$ cat src/rtl/imu_uart_frame_parser_defines.svh
// Assertion macros shared by the parser modules.
// Each macro expects signals named clk and rst_n in the module that uses it.
`ifndef IMU_UART_FRAME_PARSER_DEFINES_SVH
`define IMU_UART_FRAME_PARSER_DEFINES_SVH

// The condition must hold at every clock edge outside reset.
`define IUFP_ASSERT(lbl, cond, msg) \
    lbl: assert property (@(posedge clk) disable iff (!rst_n) (cond)) else $error(msg);

// When the antecedent holds, the consequent must hold in the next cycle.
`define IUFP_ASSERT_NEXT(lbl, ante, cons, msg) \
    lbl: assert property (@(posedge clk) disable iff (!rst_n) (ante) |=> (cons)) \
        else $error(msg);

`endif

$ cat src/rtl/iufp_pkg.sv
`default_nettype none

package iufp_pkg;

    localparam int RAW_W    = 16;
    localparam int SCALED_W = 28;
    localparam int MUL_W    = 12;
    localparam int POS_W    = 4;
    localparam int DATA_BYTES = 6;
    localparam int DATA_IDX_W = $clog2(DATA_BYTES);

    localparam logic [7:0] HEADER_BYTE = 8'h55;
    localparam logic [7:0] TYPE_ACCEL  = 8'h51;
    localparam logic [7:0] TYPE_ANGLE  = 8'h53;

    localparam logic [POS_W-1:0] POS_HEADER   = 4'd0;
    localparam logic [POS_W-1:0] POS_TYPE     = 4'd1;
    localparam logic [POS_W-1:0] POS_DATA     = 4'd2;
    localparam logic [POS_W-1:0] POS_DATA_END = 4'd8;
    localparam logic [POS_W-1:0] POS_LAST     = 4'd10;

    localparam logic [MUL_W-1:0] ACCEL_MUL = 12'd32;
    localparam logic [MUL_W-1:0] RATE_MUL  = 12'd4000;
    localparam logic [MUL_W-1:0] ANGLE_MUL = 12'd360;

    typedef enum logic [1:0] {
        STATUS_OK       = 2'd0,
        STATUS_CHECKSUM = 2'd1,
        STATUS_TYPE     = 2'd2,
        STATUS_LINE     = 2'd3
    } status_t;

    typedef enum logic [1:0] {
        KIND_ACCEL = 2'd0,
        KIND_RATE  = 2'd1,
        KIND_ANGLE = 2'd2
    } kind_t;

    typedef struct packed {
        logic                    valid;
        status_t                 status;
        kind_t                   kind;
        logic signed [RAW_W-1:0] raw_x;
        logic signed [RAW_W-1:0] raw_y;
        logic signed [RAW_W-1:0] raw_z;
    } frame_t;

    typedef struct packed {
        status_t                    status;
        kind_t                      kind;
        logic signed [RAW_W-1:0]    raw_x;
        logic signed [RAW_W-1:0]    raw_y;
        logic signed [RAW_W-1:0]    raw_z;
        logic signed [SCALED_W-1:0] scaled_x;
        logic signed [SCALED_W-1:0] scaled_y;
        logic signed [SCALED_W-1:0] scaled_z;
        logic                       new_attitude;
    } result_t;

endpackage

`default_nettype wire

$ cat src/rtl/iufp_assembler.sv
`default_nettype none
`include "imu_uart_frame_parser_defines.svh"

module iufp_assembler (
    input  logic            clk,
    input  logic            rst_n,
    input  logic            en,
    input  logic            in_valid,
    input  logic [7:0]      in_byte,
    input  logic            in_lerr,
    output iufp_pkg::frame_t frame
);
    import iufp_pkg::*;

    logic                  in_valid_reg;
    logic [7:0]            byte_reg;
    logic                  lerr_reg;
    logic [POS_W-1:0]      pos_reg;
    logic [POS_W-1:0]      pos_next;
    logic [7:0]            sum_reg;
    logic [7:0]            sum_next;
    logic [7:0]            type_reg;
    logic [7:0]            data_reg [DATA_BYTES];
    logic                  type_we;
    logic                  data_we;
    logic [POS_W-1:0]      pos_eff;
    logic [POS_W-1:0]      data_off;
    logic [DATA_IDX_W-1:0] data_idx;
    logic [7:0]            kind_off;
    logic                  type_ok;
    logic                  proc;

    always_ff @(posedge clk or negedge rst_n)
    begin
        if (!rst_n)
        begin
            in_valid_reg <= 1'b0;
        end
        else if (en)
        begin
            in_valid_reg <= in_valid;
        end
    end

    always_ff @(posedge clk)
    begin
        if (en && in_valid)
        begin
            byte_reg <= in_byte;
            lerr_reg <= in_lerr;
        end
    end

    assign proc     = en && in_valid_reg;
    assign pos_eff  = (pos_reg > POS_LAST) ? POS_HEADER : pos_reg;
    assign data_off = pos_eff - POS_DATA;
    assign data_idx = data_off[DATA_IDX_W-1:0];
    assign kind_off = type_reg - TYPE_ACCEL;
    assign type_ok  = (byte_reg >= TYPE_ACCEL) && (byte_reg <= TYPE_ANGLE);

    always_comb
    begin
        pos_next = pos_reg;
        sum_next = sum_reg;
        type_we  = 1'b0;
        data_we  = 1'b0;
        frame    = '0;
        if (proc)
        begin
            if (lerr_reg)
            begin
                pos_next     = POS_HEADER;
                frame.valid  = 1'b1;
                frame.status = STATUS_LINE;
            end
            else if (pos_eff == POS_HEADER)
            begin
                pos_next = POS_HEADER;
                if (byte_reg == HEADER_BYTE)
                begin
                    pos_next = POS_TYPE;
                    sum_next = byte_reg;
                end
            end
            else if (pos_eff == POS_TYPE)
            begin
                if (type_ok)
                begin
                    pos_next = POS_DATA;
                    sum_next = sum_reg + byte_reg;
                    type_we  = 1'b1;
                end
                else
                begin
                    pos_next     = POS_HEADER;
                    frame.valid  = 1'b1;
                    frame.status = STATUS_TYPE;
                end
            end
            else if (pos_eff == POS_LAST)
            begin
                pos_next    = POS_HEADER;
                frame.valid = 1'b1;
                if (sum_reg == byte_reg)
                begin
                    frame.status = STATUS_OK;
                    frame.kind   = kind_t'(kind_off[1:0]);
                    frame.raw_x  = $signed({data_reg[1], data_reg[0]});
                    frame.raw_y  = $signed({data_reg[3], data_reg[2]});
                    frame.raw_z  = $signed({data_reg[5], data_reg[4]});
                end
                else
                begin
                    frame.status = STATUS_CHECKSUM;
                end
            end
            else
            begin
                pos_next = pos_eff + 1'b1;
                sum_next = sum_reg + byte_reg;
                data_we  = (pos_eff < POS_DATA_END);
            end
        end
    end

    always_ff @(posedge clk or negedge rst_n)
    begin
        if (!rst_n)
        begin
            pos_reg <= POS_HEADER;
        end
        else
        begin
            pos_reg <= pos_next;
        end
    end

    always_ff @(posedge clk)
    begin
        sum_reg <= sum_next;
        if (type_we)
        begin
            type_reg <= byte_reg;
        end
        if (data_we)
        begin
            data_reg[data_idx] <= byte_reg;
        end
    end

    `IUFP_ASSERT(a_pos_range, pos_reg <= POS_LAST, "Frame position ran past the checksum byte.")
    `IUFP_ASSERT_NEXT(a_line_resync, proc && lerr_reg, pos_reg == POS_HEADER,
        "A line error did not return the parser to header search.")
    `IUFP_ASSERT_NEXT(a_type_resync, frame.valid && (frame.status == STATUS_TYPE),
        pos_reg == POS_HEADER, "A bad type byte did not return the parser to header search.")
    `IUFP_ASSERT(a_result_source, !frame.valid || proc,
        "A result appeared without a transaction in the input register.")

endmodule

`default_nettype wire

$ cat src/rtl/iufp_scaler.sv
`default_nettype none
`include "imu_uart_frame_parser_defines.svh"

module iufp_scaler (
    input  logic              clk,
    input  logic              rst_n,
    input  logic              en,
    input  iufp_pkg::frame_t  frame,
    output logic              out_valid,
    output iufp_pkg::result_t result
);
    import iufp_pkg::*;

    logic                       valid_reg;
    result_t                    result_reg;
    result_t                    result_next;
    logic [MUL_W-1:0]           mul;
    logic signed [MUL_W:0]      mul_s;
    logic signed [SCALED_W:0]   prod_x;
    logic signed [SCALED_W:0]   prod_y;
    logic signed [SCALED_W:0]   prod_z;

    always_comb
    begin
        case (frame.kind)
            KIND_ACCEL: mul = ACCEL_MUL;
            KIND_RATE:  mul = RATE_MUL;
            KIND_ANGLE: mul = ANGLE_MUL;
            default:    mul = '0;
        endcase
    end

    assign mul_s  = $signed({1'b0, mul});
    assign prod_x = frame.raw_x * mul_s;
    assign prod_y = frame.raw_y * mul_s;
    assign prod_z = frame.raw_z * mul_s;

    always_comb
    begin
        result_next.status       = frame.status;
        result_next.kind         = frame.kind;
        result_next.raw_x        = frame.raw_x;
        result_next.raw_y        = frame.raw_y;
        result_next.raw_z        = frame.raw_z;
        result_next.scaled_x     = $signed(prod_x[SCALED_W-1:0]);
        result_next.scaled_y     = $signed(prod_y[SCALED_W-1:0]);
        result_next.scaled_z     = $signed(prod_z[SCALED_W-1:0]);
        result_next.new_attitude = (frame.status == STATUS_OK) && (frame.kind != KIND_ACCEL);
    end

    always_ff @(posedge clk or negedge rst_n)
    begin
        if (!rst_n)
        begin
            valid_reg <= 1'b0;
        end
        else if (en)
        begin
            valid_reg <= frame.valid;
        end
    end

    always_ff @(posedge clk)
    begin
        if (en && frame.valid)
        begin
            result_reg <= result_next;
        end
    end

    assign out_valid = valid_reg;
    assign result    = result_reg;

    `IUFP_ASSERT(a_error_zeroed,
        !valid_reg || (result_reg.status == STATUS_OK) ||
        ((result_reg.kind == KIND_ACCEL) && (result_reg.raw_x == 0) &&
         (result_reg.raw_y == 0) && (result_reg.raw_z == 0) && !result_reg.new_attitude),
        "An error result carries nonzero data.")
    `IUFP_ASSERT(a_attitude_kind, !valid_reg || !result_reg.new_attitude ||
        (result_reg.kind != KIND_ACCEL), "Attitude flag raised for an acceleration frame.")

endmodule

`default_nettype wire

$ cat src/rtl/imu_uart_frame_parser.sv
// IMU UART frame parser.
// The slave channel takes one received UART byte per transaction: tdata holds the
// byte and tuser the line-error flag of that byte. Bytes are assembled into
// 11-byte frames (header 0x55, type 0x51..0x53, six data bytes, two spare bytes,
// checksum). The master channel gives one transaction per finished frame and one
// per error: a bad type byte, a checksum mismatch or a line error. Header bytes
// that do not match are dropped without a transaction.
// Throughput is one byte per cycle while the receiver does not stall. A byte is
// first captured in the input register; its result is then registered in the
// output register, where it waits until the receiver takes it. The frame
// position, running checksum and data bytes are updated as the byte passes from
// the input register to the output register; the scaling multipliers sit
// directly in front of the output register.
// When the receiver stalls with a result waiting, the whole pipeline holds and
// s_axis_tready drops; bytes that cause no result still move while the output
// register is empty or being taken.
// Reset clears the valid flags and returns the parser to header search.
`default_nettype none

module imu_uart_frame_parser (
    input  logic         clk,
    input  logic         rst_n,
    input  logic         s_axis_tvalid,
    output logic         s_axis_tready,
    // Fields from bit 0: rx_byte[7:0].
    input  logic [7:0]   s_axis_tdata,
    // Fields from bit 0: line_error.
    input  logic         s_axis_tuser,
    output logic         m_axis_tvalid,
    input  logic         m_axis_tready,
    // Fields from bit 0: raw_x[15:0], raw_y[31:16], raw_z[47:32], scaled_x[75:48],
    // scaled_y[103:76], scaled_z[131:104], new_attitude[132], zero fill[135:133].
    output logic [135:0] m_axis_tdata,
    // Fields from bit 0: status[1:0], frame_kind[3:2].
    output logic [3:0]   m_axis_tuser
);
    import iufp_pkg::*;

    logic    en;
    frame_t  frame;
    result_t result;

    assign en            = !m_axis_tvalid || m_axis_tready;
    assign s_axis_tready = en;

    iufp_assembler u_assembler (
        .clk      (clk),
        .rst_n    (rst_n),
        .en       (en),
        .in_valid (s_axis_tvalid),
        .in_byte  (s_axis_tdata),
        .in_lerr  (s_axis_tuser),
        .frame    (frame)
    );

    iufp_scaler u_scaler (
        .clk       (clk),
        .rst_n     (rst_n),
        .en        (en),
        .frame     (frame),
        .out_valid (m_axis_tvalid),
        .result    (result)
    );

    assign m_axis_tdata = {3'b000, result.new_attitude, result.scaled_z, result.scaled_y,
                           result.scaled_x, result.raw_z, result.raw_y, result.raw_x};
    assign m_axis_tuser = {result.kind, result.status};

endmodule

`default_nettype wire
$ cat config.mk
export PLATFORM = sky130hd
export DESIGN_NAME = imu_uart_frame_parser
export DESIGN_NICKNAME = d
export VERILOG_FILES = /design/src/rtl/iufp_pkg.sv /design/src/rtl/iufp_assembler.sv /design/src/rtl/iufp_scaler.sv /design/src/rtl/imu_uart_frame_parser.sv
export VERILOG_INCLUDE_DIRS = /design/src /design/src/rtl
export SDC_FILE = /design/constraint.sdc
export NUM_CORES = 1
export LEC_CHECK = 0
export BUFFER_PORTS_ARGS = -buffer_cell sky130_fd_sc_hd__buf_2
export CAP_MARGIN = 20
export CORE_UTILIZATION = 46
export CTS_BUF_LIST = sky130_fd_sc_hd__clkbuf_4 sky130_fd_sc_hd__clkbuf_8 sky130_fd_sc_hd__clkbuf_16
export DETAILED_ROUTE_END_ITERATION = 10
export HOLD_SLACK_MARGIN = 0.03
export PLACE_DENSITY = 0.61
export SYNTH_ARGS = -nofsm -noshare
export SYNTH_HDL_FRONTEND = slang
export SYNTH_HIERARCHICAL = 1
export SYNTH_SLANG_ARGS = --single-unit
$ cat constraint.sdc
create_clock -name clk -period 13.2 [get_ports clk]
set_input_delay 1.32 -clock clk [delete_from_list [all_inputs] [get_ports clk]]
set_output_delay 1.32 -clock clk [all_outputs]
set_load 0.1 [all_outputs]
==> impl_metrics.toml <==
[synth]
ys_seq_area_share_pct = 27.0
synth_cell_type_count = 67
syn_avg_cell_area_um2 = 10.4
synth_cells = 2140
async_reset_ff_share_pct = 2.99
syn_area_mm2 = 0.0222
synth_edf_count = 195
synth-seq-cells = 201
ys.flop_type = "edfxtp_1"
ys_warn_count = 6

[job]
maxCapViolCount = 0

[floorplan]
die_x_um = 222
core_mm2 = 0.0476
num_rows = 80
io_pins = 155
die_area_mm2 = 0.0491
floorplan.initialDensity_pct = 46.6
chipHeight_um = 222

[drt]
dr.pass1.iters = 6
initialDrtViolationCount = 665
postRouteAntennaNets = 0
drc = 0
wl_per_cell_um = 16.1
wl_um = 46400
num_vias = 14400
routed_via_density = 5.00

[finish]
nets = 2775
final_cell_count_no_fill = 2878
drive_gt1_share_pct = 9.81
antennaDiodeCount = 0
largest_reg_flops = 128
syn_to_final_growth_pct = 9.43
fin_area_mm2 = 0.0243

[timing]
period_share_pct = 70.5
period_minus_slack_ns = 9.31
drv_slew = 0
setup_tns_ns = 0
skew_ns = 0.0313
finalSetupViolations = 0
rsz0062_at_grt = "false"
worst_pin_slew_ns = 0.915
timing.fmax_mhz = 107
slew_headroom_pct = 38.8
finalHoldViolCount = 0

[clocking]
htreeDepth = 1
root_buffer = "clkbuf_16"
clkSinkCount = 201
clockBufferDepth = 3
cts_buffers = 26
post-cts-setup-buffers = 0
clk_pin_slew_ns = 0.06
cts_tree = "done"
clock_latency_ns = 0.56
hold_buffers = 0
post_cts_resize_count = 0

[global_route]
antenna_found_initial = 1
grt_overflow_total = 0
grt_max_degree = 72
grt_pass1_vias = 15300
grt_usage_pct = 19.7
grt_pass1_wl_um = 77900

[setup_path]
rr_startpoint = "u_assembler/byte_reg[4]"
rr_worst_depth = 26
r2r-end = "u_scaler/result[27]"
crit_arrival_ns = 9.60
cp-end-kind = "register"
path_class = "reg -> reg"
cp_slowest_cell = "and3_2"
startpoint_type = "register"
timing.reg2reg.setup_slack_ns = 3.89
max_stage_delay_ns = 0.67
path_max_fanout = 71
required_ns = 13.49

[placement]
numPortBuffers = 142
gp_congestion = 0.838
place_area_mm2 = 0.0234
dp_cells = 2830
hpwl_um = 36700

[hold_path]
hold_end = "u_scaler/out_valid"
hold_depth = 1
min_path_type = "reg -> reg"
hp-start = "u_scaler/out_valid"

[pwr]
power.leakage_nw = 12.6
powerDensity_mw_per_mm2 = 91.8
ir_drop_uv = 85.4
finalPower_mw = 2.23

[outcome]
outcome = "completed"
[worst max-delay path: cells and delay by family, from the launching register on]
kind                       cells  cell delay, ns
AOI/OAI and AO/OA              7            1.88
xor gates and xnor gates       1            0.22
adders and majority gates      8            3.52
buffers and inverters          5            0.81
DFF                            1            0.60
and+or+nand+nor                5            1.94
[kinds of logic (layout without fill, tap and decap cells)]
group                      after synthesis  count (layout)  synth area share, %
muxes                                    2               2                0.101
and+or+nand+nor                        474             474                 11.6
xor gates and xnor gates               150             150                 5.92
buffers and inverters                  575             688                 10.1
other                                    2              12               0.0338
AOI/OAI and AO/OA                      209             209                 6.33
adders and majority gates              527             527                 38.8
DFF                                    201             201                 27.0
[through the flow]
step           worst slack, ns  util, %  hold slack [ns]
2_1_floorplan             4.29        -            0.495
3_3_place_gp              4.13     49.1            0.521
3_5_place_dp              3.92     49.1            0.536
4_1_cts                   3.87     50.9            0.548
5_1_grt                   3.36     51.0            0.570
6_report                  3.89     51.0            0.547
[cell usage after synthesis (39+ instances only)]
cell type	number	area share (%)
and2_1	166	4.7
xor2_1	71	2.8
fa_1	272	25
edfxtp_1	195	26
clkbuf_1	60	1.0
xnor2_1	79	3.1
inv_1	492	8.3
a21oi_1	59	1.3
nand2_1	120	2.0
o21ai_0	39	0.88
nor2b_1	61	1.7
ha_1	246	14
[worst max path at each step]
stage	startpoint	to	slack (ns)	depth (start not counted)
3_5_place_dp	m_axis_tready	u_scaler/result[27]	3.92	26
4_1_cts	u_assembler/byte_reg[5]	u_scaler/result[27]	3.87	26
2_1_floorplan	m_axis_tready	u_scaler/result[50]	4.29	26
3_3_place_gp	m_axis_tready	u_scaler/result[27]	4.13	26
5_1_grt	u_assembler/byte_reg[4]	u_scaler/result[27]	3.36	26
6_report	u_assembler/byte_reg[4]	u_scaler/result[27]	3.89	26
[cell usage in the layout, fill, tap and decap left out, drive strengths merged, types with 10 or more instances in the layout]
master,n
xor2,71
and2,166
inv,493
nor2,34
xnor2,79
ha,246
conb,12
nand2,120
a31oi,12
nor2b,61
o21ai,42
o21bai,10
nand3,11
nand2b,10
buf,149
fa,272
nor3,13
a211oi,10
edfxtp,195
clkbuf,32
a21o,25
a21oi,60
and3,27
[layer usage]
metal | GRT usage [%] | wire (um) | up-vias
li1 | - | - | 6934
met1 | 26.5 | 21000 | 7127
met2 | 33.3 | 22300 | 273
met3 | 2.84 | 2120 | 62
met4 | 5.17 | 1030 | 0
met5 | 0 | 0 | -
[cell type report]
cell class | count | area [um^2]
clock buffers | 32 | 726
clock inverters | 15 | 160
fillers | 4313 | 23300
inverters | 492 | 1850
multi-input cells | 1374 | 14000
flip-flops and latches | 201 | 6010
well taps | 615 | 769
repair buffers | 149 | 783
[power breakdown]
group          total, mW  internal [mW]  switching [mW]
Sequential         0.844          0.805          0.0392
Clock              0.721          0.447           0.275
Combinational      0.666         0.0874           0.579
Total               2.23           1.34           0.892
No activity file was read; power rests on OpenSTA's default activity.
